<file path="config.mk">
export PLATFORM = sky130hd
export DESIGN_NAME = aes_key_sched
export DESIGN_NICKNAME = d
export VERILOG_FILES = /design/src/aes_pkg.sv /design/src/aes_key_sched.sv
export SDC_FILE = /design/constraint.sdc
export NUM_CORES = 2
export LEC_CHECK = 0
export BUFFER_PORTS_ARGS = -buffer_cell sky130_fd_sc_hd__buf_2
export CAP_MARGIN = 5
export CORE_AREA = 2 2 626 628
export CTS_BUF_LIST = sky130_fd_sc_hd__clkbuf_16
export DETAILED_ROUTE_END_ITERATION = 10
export DIE_AREA = 0 0 628 630
export GPL_TIMING_DRIVEN = 0
export SLEW_MARGIN = 30
export SYNTH_ARGS = -nofsm -noshare
export SYNTH_HDL_FRONTEND = slang
export SYNTH_SLANG_ARGS = --single-unit
</file>
<file path="constraint.sdc">
create_clock -name clk -period 14.36 [get_ports clk]
set_input_delay 0.718 -clock clk [delete_from_list [all_inputs] [get_ports clk]]
set_output_delay 0.718 -clock clk [all_outputs]
set_load 0.05 [all_outputs]
</file>
<file path="src/aes_pkg.sv">
`timescale 1ns / 1ps
`default_nettype none
// ----------------------------------------------------------------------------
// AES package
// Types, S-box and round helper functions shared by the AES-128 core.
// ----------------------------------------------------------------------------
package aes_pkg;

    localparam int RoundCount = 10;
    localparam int KeyCount   = RoundCount + 1;
    localparam int KeyIdxW    = $clog2(KeyCount);

    localparam logic [0:0] REG_KEY_HIGH = 1'b0;
    localparam logic [0:0] REG_KEY_LOW  = 1'b1;

    typedef struct packed {
        logic [63:0] plaintext_high;
        logic [63:0] plaintext_low;
    } aes_in_t;

    typedef struct packed {
        logic [63:0] ciphertext_high;
        logic [63:0] ciphertext_low;
    } aes_out_t;

    typedef logic [127:0] aes_block_t;

    function automatic logic [7:0] sbox(input logic [7:0] x);
        logic [7:0] t [256];
        t = '{
        8'h63,8'h7c,8'h77,8'h7b,8'hf2,8'h6b,8'h6f,8'hc5,8'h30,8'h01,8'h67,8'h2b,8'hfe,8'hd7,8'hab,8'h76,
        8'hca,8'h82,8'hc9,8'h7d,8'hfa,8'h59,8'h47,8'hf0,8'had,8'hd4,8'ha2,8'haf,8'h9c,8'ha4,8'h72,8'hc0,
        8'hb7,8'hfd,8'h93,8'h26,8'h36,8'h3f,8'hf7,8'hcc,8'h34,8'ha5,8'he5,8'hf1,8'h71,8'hd8,8'h31,8'h15,
        8'h04,8'hc7,8'h23,8'hc3,8'h18,8'h96,8'h05,8'h9a,8'h07,8'h12,8'h80,8'he2,8'heb,8'h27,8'hb2,8'h75,
        8'h09,8'h83,8'h2c,8'h1a,8'h1b,8'h6e,8'h5a,8'ha0,8'h52,8'h3b,8'hd6,8'hb3,8'h29,8'he3,8'h2f,8'h84,
        8'h53,8'hd1,8'h00,8'hed,8'h20,8'hfc,8'hb1,8'h5b,8'h6a,8'hcb,8'hbe,8'h39,8'h4a,8'h4c,8'h58,8'hcf,
        8'hd0,8'hef,8'haa,8'hfb,8'h43,8'h4d,8'h33,8'h85,8'h45,8'hf9,8'h02,8'h7f,8'h50,8'h3c,8'h9f,8'ha8,
        8'h51,8'ha3,8'h40,8'h8f,8'h92,8'h9d,8'h38,8'hf5,8'hbc,8'hb6,8'hda,8'h21,8'h10,8'hff,8'hf3,8'hd2,
        8'hcd,8'h0c,8'h13,8'hec,8'h5f,8'h97,8'h44,8'h17,8'hc4,8'ha7,8'h7e,8'h3d,8'h64,8'h5d,8'h19,8'h73,
        8'h60,8'h81,8'h4f,8'hdc,8'h22,8'h2a,8'h90,8'h88,8'h46,8'hee,8'hb8,8'h14,8'hde,8'h5e,8'h0b,8'hdb,
        8'he0,8'h32,8'h3a,8'h0a,8'h49,8'h06,8'h24,8'h5c,8'hc2,8'hd3,8'hac,8'h62,8'h91,8'h95,8'he4,8'h79,
        8'he7,8'hc8,8'h37,8'h6d,8'h8d,8'hd5,8'h4e,8'ha9,8'h6c,8'h56,8'hf4,8'hea,8'h65,8'h7a,8'hae,8'h08,
        8'hba,8'h78,8'h25,8'h2e,8'h1c,8'ha6,8'hb4,8'hc6,8'he8,8'hdd,8'h74,8'h1f,8'h4b,8'hbd,8'h8b,8'h8a,
        8'h70,8'h3e,8'hb5,8'h66,8'h48,8'h03,8'hf6,8'h0e,8'h61,8'h35,8'h57,8'hb9,8'h86,8'hc1,8'h1d,8'h9e,
        8'he1,8'hf8,8'h98,8'h11,8'h69,8'hd9,8'h8e,8'h94,8'h9b,8'h1e,8'h87,8'he9,8'hce,8'h55,8'h28,8'hdf,
        8'h8c,8'ha1,8'h89,8'h0d,8'hbf,8'he6,8'h42,8'h68,8'h41,8'h99,8'h2d,8'h0f,8'hb0,8'h54,8'hbb,8'h16};
        return t[x];
    endfunction

    function automatic logic [7:0] xtime(input logic [7:0] x);
        return {x[6:0], 1'b0} ^ (x[7] ? 8'h1b : 8'h00);
    endfunction

    // Byte k sits at bits [127-8k -: 8]; byte r + 4c is row r, column c.
    function automatic aes_block_t sub_shift(input aes_block_t s);
        aes_block_t o;
        o = '0;
        for (int c = 0; c < 4; c++) begin
            for (int r = 0; r < 4; r++) begin
                o[127 - 8 * (r + 4 * c) -: 8] = sbox(s[127 - 8 * (r + 4 * ((c + r) % 4)) -: 8]);
            end
        end
        return o;
    endfunction

    function automatic aes_block_t mix_columns(input aes_block_t s);
        aes_block_t o;
        logic [7:0] a0, a1, a2, a3, al;
        o = '0;
        for (int c = 0; c < 4; c++) begin
            a0 = s[127 - 32 * c -: 8];
            a1 = s[119 - 32 * c -: 8];
            a2 = s[111 - 32 * c -: 8];
            a3 = s[103 - 32 * c -: 8];
            al = a0 ^ a1 ^ a2 ^ a3;
            o[127 - 32 * c -: 8] = a0 ^ al ^ xtime(a0 ^ a1);
            o[119 - 32 * c -: 8] = a1 ^ al ^ xtime(a1 ^ a2);
            o[111 - 32 * c -: 8] = a2 ^ al ^ xtime(a2 ^ a3);
            o[103 - 32 * c -: 8] = a3 ^ al ^ xtime(a3 ^ a0);
        end
        return o;
    endfunction

    function automatic aes_block_t next_round_key(input aes_block_t k, input logic [7:0] rc);
        aes_block_t o;
        logic [31:0] t;
        t = {sbox(k[23:16]) ^ rc, sbox(k[15:8]), sbox(k[7:0]), sbox(k[31:24])};
        o[127:96] = k[127:96] ^ t;
        o[95:64]  = k[95:64] ^ o[127:96];
        o[63:32]  = k[63:32] ^ o[95:64];
        o[31:0]   = k[31:0] ^ o[63:32];
        return o;
    endfunction

endpackage
`default_nettype wire

</file>
<file path="src/aes_key_sched.sv">
`timescale 1ns / 1ps
`default_nettype none
// ----------------------------------------------------------------------------
// AES key schedule
// Holds the key registers and expands the round keys, one per cycle.
// ----------------------------------------------------------------------------
module aes_key_sched
    import aes_pkg::*;
(
    input  wire logic        clk,
    input  wire logic        rst_n,
    input  wire logic        key_wr,
    input  wire logic        key_sel,
    input  wire logic [63:0] key_data,
    output logic      [63:0] key_high,
    output logic      [63:0] key_low,
    output aes_block_t       round_keys [KeyCount],
    output logic             expanding
);

    logic [63:0]        key_high_reg, key_low_reg;
    logic [KeyIdxW-1:0] idx_reg;
    logic [7:0]         rc_reg;
    logic               busy_reg;
    aes_block_t         rk_reg [KeyCount];
    aes_block_t         prev_key;

    assign prev_key = (idx_reg == KeyIdxW'(1)) ? {key_high_reg, key_low_reg}
                                               : rk_reg[idx_reg - KeyIdxW'(1)];

    always_ff @(posedge clk or negedge rst_n)
    begin
        if (!rst_n)
        begin
            key_high_reg <= '0;
            key_low_reg  <= '0;
            busy_reg     <= 1'b1;
            idx_reg      <= KeyIdxW'(1);
            rc_reg       <= 8'h01;
        end
        else if (key_wr)
        begin
            if (key_sel)
                key_low_reg <= key_data;
            else
                key_high_reg <= key_data;
            busy_reg <= 1'b1;
            idx_reg  <= KeyIdxW'(1);
            rc_reg   <= 8'h01;
        end
        else if (busy_reg)
        begin
            idx_reg <= idx_reg + KeyIdxW'(1);
            rc_reg  <= xtime(rc_reg);
            if (idx_reg == KeyIdxW'(KeyCount - 1))
                busy_reg <= 1'b0;
        end
    end

    always_ff @(posedge clk)
    begin
        rk_reg[0] <= {key_high_reg, key_low_reg};
        if (busy_reg && !key_wr)
            rk_reg[idx_reg] <= next_round_key(prev_key, rc_reg);
    end

    assign key_high    = key_high_reg;
    assign key_low     = key_low_reg;
    assign round_keys  = rk_reg;
    assign expanding   = busy_reg;

endmodule
`default_nettype wire

</file>
# [Word level (Yosys, flattened, before mapping)]
# Memory sizes are Yosys's and may differ from the RTL's.
# Cells that the tools add are included.
[op_classes] add_sub_neg=2 mux=24 n_bitwise=13 n_reduce_logical=6 n_eq_ne=2 magnitude_cmp=7
[ops] cell="$bwmux W1408" n=1
[ops] cell="$mux W1408" n=1
[ops] cell="$bmux W128 S4" n=1
[ops] cell="$demux W128 S4" n=1
[ops] cell="$mux W128" n=4
[ops] cell="$xor A32 B32 Y32" n=4
[ops] cell="$mux W8" n=10
[ops] cell="$ge A9 B9 Y1 const B" n=4
[ops] cell="$not A8 Y9" n=4
[ops] cell="$ge A5 B5 Y1 const B" n=2
[ops] cell="$not A4 Y5" n=2
[ops] cell="$mux W4" n=2
[ops] cell="$xor A8 B5 Y8" n=1
[ops] cell="$xor A8 B8 Y8" n=1
[ops] cell="$lt A5 B1 Y1 const B" n=1
[ops] cell="$mux W5" n=1
[ops] cell="$add A4 B1 Y4 const B" n=1
[ops] cell="$eq A4 B1 Y1 const B" n=1
[ops] cell="$eq A4 B4 Y1 const B" n=1
[ops] cell="$reduce_and A2 Y1" n=2
[ops] cell="$sub A4 B1 Y4 const B" n=1
[ops] cell="$mux W1" n=3
[ops] cell="$logic_and A1 B1 Y1" n=2
[ops] cell="$reduce_bool A2 Y1" n=1
[ops] cell="2 further kinds" n=2
[totals] rom_bits=8192 register_bits=1549 wordCells=74 out_inout_bits=1537 in_bits=68 mem_count=4
[mem_list] name="(no name shown)" depth=256 width=8 read_ports=1 rd_ports_with_merged_regs=0 write_ports=0 line="aes_pkg.sv:47" rtl="return t[x];"
[mem_list] name="(no name shown)" depth=256 width=8 read_ports=1 rd_ports_with_merged_regs=0 write_ports=0 line="aes_pkg.sv:47"
[mem_list] name="(no name shown)" depth=256 width=8 read_ports=1 rd_ports_with_merged_regs=0 write_ports=0 line="aes_pkg.sv:47"
[mem_list] name="(no name shown)" depth=256 width=8 read_ports=1 rd_ports_with_merged_regs=0 write_ports=0 line="aes_pkg.sv:47"

# [Depth between registers and ports, before layout]
[depth] ltp_word=17 ltp_mapped=33 ltp_nobuf=20

# [Least setup slack after synthesis]
# No wires, ideal clock.
[synth_path] path_type="reg2reg" start="reg idx_reg[0]" end="reg (tool-made name)" required_ps=13587 path_buffers=8 arrival_ps=11339 setup_slack_ps=2248 synth_period_minus_slack_ps=12112 path_stages_with_launch=13 setup_ps=773 cell_sequence="dfstp_2 buf_6 buf_8 clkinv_1 buf_2 buf_2 buf_1 clkbuf_1 clkbuf_1 buf_1 ha_1 nand2_1 nor3_1"
[synth_lines] item="start: declaration" line="aes_key_sched.sv:22" rtl="logic [KeyIdxW-1:0] idx_reg;"
[synth_lines] item="start signal: assignment" line="aes_key_sched.sv:38" rtl="idx_reg <= KeyIdxW'(1);"
[synth_lines] item="start signal: assignment" line="aes_key_sched.sv:48" rtl="idx_reg <= KeyIdxW'(1);"
[synth_lines] item="start signal: assignment" line="aes_key_sched.sv:53" rtl="idx_reg <= idx_reg + KeyIdxW'(1);"

# [Final worst setup path]
[layout_path] start="reg idx_reg[0]" end="reg rk_reg (netlist bit round_keys[1306])"
[layout_via] elab_chain_len=17 word_cells_on_any_way=24 classes_between="add/sub: 1; order compare: 2; eq/ne: 1; mux: 10; bitwise: 8; reduce/logical: 1; memory: 1"
[layout_lines] item="$sub A4 B1 Y4" line="aes_key_sched.sv:29" rtl=": rk_reg[idx_reg - KeyIdxW'(1)];"
[layout_lines] item="$not A4 Y5 (implied by the code)" line="aes_key_sched.sv:29"
[layout_lines] item="$bmux W128 S4" line="aes_key_sched.sv:29"
[layout_lines] item="$mux W128 (implied by the code) (2 in a row)" line="aes_key_sched.sv:29"
[layout_lines] item="$mux W128" line="aes_key_sched.sv:28" rtl="assign prev_key = (idx_reg == KeyIdxW'(1)) ? {key_high_reg, key_low_reg}"
[layout_lines] item="$not A8 Y9 (implied by the code)" line="aes_pkg.sv:47"
[layout_lines] item="$mem_v2 Z256 W8"
[layout_lines] item="$mux W8 (implied by the code) (2 in a row)" line="aes_pkg.sv:47"
[layout_lines] item="$xor A8 B8 Y8" line="aes_pkg.sv:87" rtl="t = {sbox(k[23:16]) ^ rc, sbox(k[15:8]), sbox(k[7:0]), sbox(k[31:24])};"
[layout_lines] item="$xor A32 B32 Y32" line="aes_pkg.sv:88" rtl="o[127:96] = k[127:96] ^ t;"
[layout_lines] item="$xor A32 B32 Y32" line="aes_pkg.sv:89" rtl="o[95:64] = k[95:64] ^ o[127:96];"
[layout_lines] item="$xor A32 B32 Y32" line="aes_pkg.sv:90" rtl="o[63:32] = k[63:32] ^ o[95:64];"
[layout_lines] item="$xor A32 B32 Y32" line="aes_pkg.sv:91" rtl="o[31:0] = k[31:0] ^ o[63:32];"
[layout_lines] item="$bwmux W1408 *" line="aes_key_sched.sv:64" rtl="rk_reg[idx_reg] <= next_round_key(prev_key, rc_reg);"
[layout_lines] item="$mux W1408 *" line="aes_key_sched.sv:63" rtl="if (busy_reg && !key_wr)"
[layout_lines] item="end signal: indexed assignment" line="aes_key_sched.sv:64"
[layout_lines] item="end: declaration" line="aes_key_sched.sv:25" rtl="aes_block_t rk_reg [KeyCount];"
# Mark *: on every way between the ends. The rest lies on a longest branch, timed or not. The select of a mux whose other input is x is not followed.
# A chain may end at the register's enable or synchronous reset.

==> reports/qor.txt <==
leakage power - 38.74 nW
num rows - 229
Post-route DRC - 0
Hold Fails Final Rpt - 0
Port Buffer Count - 1603
post-DR vias/cell - 5.621
cell count after synthesis - 5952
RD Place Congestion - 1.042
maximum VDD drop - 205.1 µV
worst-margin pin slew - 1.166 ns
core area - 0.3882 mm²
Pwr Density - 363.2 mW/mm²
Max-slew headroom - 22.29%
Synth-to-Final Area Change - 35.37%
fin worst setup slack - 0.01695 ns
Top-Level Pins - 1605
HPWL after DPL - 554100 µm
Synth Cell Area - 0.07687 mm²
worst r2r src - idx_reg[0]$_DFFE_PN1P_
worst r2r dst - round_keys[1306]$_DFF_P_
Max Clk Rate - 0.06972 GHz
final setup fails - 0
first-pass GRT wire length - 837200 µm
setup slack, reg-to-reg - 0.02 ns
RSZ-0062 raised after global routing - false
yosys warns - 0
Critical Path Most Common Cell - buf_4
final slew viol count - 0
die area - 0.3956 mm²
Clock H-tree levels - 4
status - complete, no violations
Worst EP required - 15.20 ns
Critical Setup Path Class - flip-flop to flip-flop
Critical Path Sink Type - flip-flop
WL/cell - 50.55 µm
vias in the first global route - 68950
initial antenna violation count - 76
Place WS - -0.4932 ns
Max stage delay on crit path - 0.91 ns
WL final - 679700 µm
hold path depth - 2
CTS root buffer - clkbuf_16
sequential share of the synthesized area - 57.93%
Antenna Nets Post-Route - 0
First-pass DRT Iterations - 9
Design Area, Final - 0.1041 mm²
worst reg2reg path depth - 33
nets@finish - 8149
Async SR Flop Fraction - 9.103%
Final Critical Period - 14.34 ns
chip height - 630 µm
Syn Nets - 6082
CP Data Arrival Time - 15.18 ns
grt ovf - 0
Placed Cells - 13010
largest net degree at the start of global routing - 76
CTS sink cnt - 1549
Num CTS Buffers - 184
Clock Skews - 0.1344 ns
Cell Area, Placed - 0.09746 mm²
CTS tree - built
routed vias - 75590
Worst Setup Start Kind - flip-flop
Hold Path Origin - key_data[2]
Layout Cells excl Fill - 13450
hold endpoint - key_high[2]$_DFFE_PN0P_
clk slew on worst S/H paths - 0.07 ns
clk buf depth - 4
FILL cells - 40440
Hold Path Class - primary input to flip-flop
die extent in x - 628 µm
Mean Syn Cell Area - 12.91 µm²
Initial DRC Count - 12680
Synth Flop Type - edfxtp_1
Yosys reg bits - 1549
Slowest cell on crit path - xnor2_2
Starting Density - 19.80%
Netlist cell types - 123
number of enable flip-flop cells after synthesis - 1280
Clock Latency Late Sink - 0.98 ns
Max-Cap Viols - 0
share of cells above drive strength 1 - 39.64%
Max Fanout on Critical Path - 13
Tcrit/Tclk final - 99.88%
Global Route Usage Sum - 32.87%
-- power by group --
part | leakage, nW | total, mW | internal, mW | switching [mW]
Sequential | 14.3 | 9.28 | 8.49 | 0.786
Combinational | 21.3 | 23.6 | 5.67 | 17.9
Clock | 3.14 | 4.95 | 2.75 | 2.21
-- metal layers --
layer / GRT usage [%] / vias up / routed length (µm)
li1: - / 27630 / -
met5: 0.4348 / - / 417
met2: 49.81 / 7131 / 292900
met1: 38.80 / 39240 / 244500
met4: 22.75 / 26 / 60200
met3: 11.65 / 1567 / 81660
-- through the flow --
| stage | hold WS, ns | TNS, ns | utilization (%) | total power, mW |
|---|---|---|---|---|
| after floorplan | 0.4224 | 0 | - | 18.44 |
| after global placement | 0.5052 | - | 23.54 | 29.83 |
| after detailed placement | 0.5126 | -11.97 | 25.10 | 32.14 |
| after CTS | 0.001429 | 0 | 26.73 | 37.12 |
| after global routing | 0.02515 | 0 | 26.77 | 38.05 |
| final | 0.04416 | 0 | 26.80 | 37.79 |
-- worst max-delay path, delay by kind of cell (launching register included) --
kind	cells	cell delay, ns
buf+inv	17	6.68
compound gates	5	1.94
fa+ha+maj	2	0.75
flops	1	0.39
mux	2	0.70
xor+xnor	4	2.39
simple gates	3	0.92
-- synthesized netlist by cell type, types with 28 or more instances --
master	n	area (µm²)
a211oi_1	84	630.6
a21oi_1	317	1587
a221oi_1	59	516.8
a311oi_1	49	429.2
a31oi_1	99	619.3
buf_1	40	150.1
buf_2	200	1001
buf_4	58	435.4
clkbuf_1	179	671.9
dfrtp_1	138	3453
dfxtp_1	128	2562
edfxtp_1	1280	38440
ha_1	62	775.7
inv_1	47	176.4
mux2_2	216	2432
mux2i_1	192	1922
mux4_2	251	5653
nand2_1	552	2072
nand3_1	181	905.9
nor2_1	377	1415
nor3_1	116	580.6
o211ai_1	83	623.1
o21a_1	29	217.7
o21ai_0	291	1456
o221ai_1	68	595.6
o22ai_1	47	294.0
o311ai_0	57	499.2
o31ai_1	28	210.2
xnor2_1	112	980.9
xnor2_2	29	471.7
xor2_1	49	429.2
-- cell type report --
class,count,area (µm²),area share [%]
diodes,77,192.7,0.1852
plain buffers,497,2623,2.520
clock buffers,189,4730,4.545
clock inverters,151,1439,1.383
inverters,58,219.0,0.2104
multi-input cells,3847,30930,29.72
flip-flops and latches,1549,44530,42.80
well taps,5197,6502,6.249
repair buffers,1882,12890,12.38
-- repair_timing --
item                       CTS  global route
pin swaps                    0             1
setup endpoints to repair   85            20
hold buffers                16             0
gates resized for setup      3             0
buffers inserted             0             3
hold endpoints to repair    90             0
-- cell families after synthesis --
kind of cell / count (synthesis) / share of synthesized area (%)
muxes: 660 / 13.05
and+or+nand+nor: 1413 / 8.150
DFF: 1549 / 57.93
AOI/OAI and AO/OA: 1510 / 13.57
xor gates and xnor gates: 202 / 2.736
adders and majority gates: 62 / 1.009
buffers and inverters: 556 / 3.550
-- how the worst max path moves through the flow --
stage	from	to	slack, ns
floorplan	idx_reg[0]$_DFFE_PN1P_	flip-flop	2.25
global route	idx_reg[0]$_DFFE_PN1P_	round_keys[1306]$_DFF_P_	0.09
global placement	idx_reg[0]$_DFFE_PN1P_	flip-flop	-15.50
finish	idx_reg[0]$_DFFE_PN1P_	round_keys[1306]$_DFF_P_	0.02
CTS	idx_reg[0]$_DFFE_PN1P_	flip-flop	0.02
detailed placement	idx_reg[0]$_DFFE_PN1P_	flip-flop	-0.49
-- cells in the final DEF, fill, tap and decap left out, drive strengths merged, types with 31 or more instances in the layout --
cell / Yosys / routed
inv: 56 / 108
mux2i: 193 / 193
diode: 0 / 77
o31ai: 31 / 31
nor3: 119 / 119
a21oi: 322 / 322
nand2: 560 / 560
o22ai: 49 / 49
a211oi: 86 / 86
edfxtp: 1280 / 1280
nand3: 181 / 181
xnor2: 142 / 142
clkbuf: 179 / 367
a311oi: 50 / 50
mux4: 251 / 251
o211ai: 84 / 84
o311ai: 62 / 62
mux2: 216 / 216
ha: 62 / 62
a31oi: 99 / 99
dfxtp: 128 / 128
o21ai: 318 / 318
xor2: 58 / 58
buf: 319 / 2185
dfrtp: 138 / 138
o221ai: 68 / 68
clkinv: 2 / 74
a221oi: 64 / 64
nor2: 388 / 388
Power figures use the tool's default switching activity.
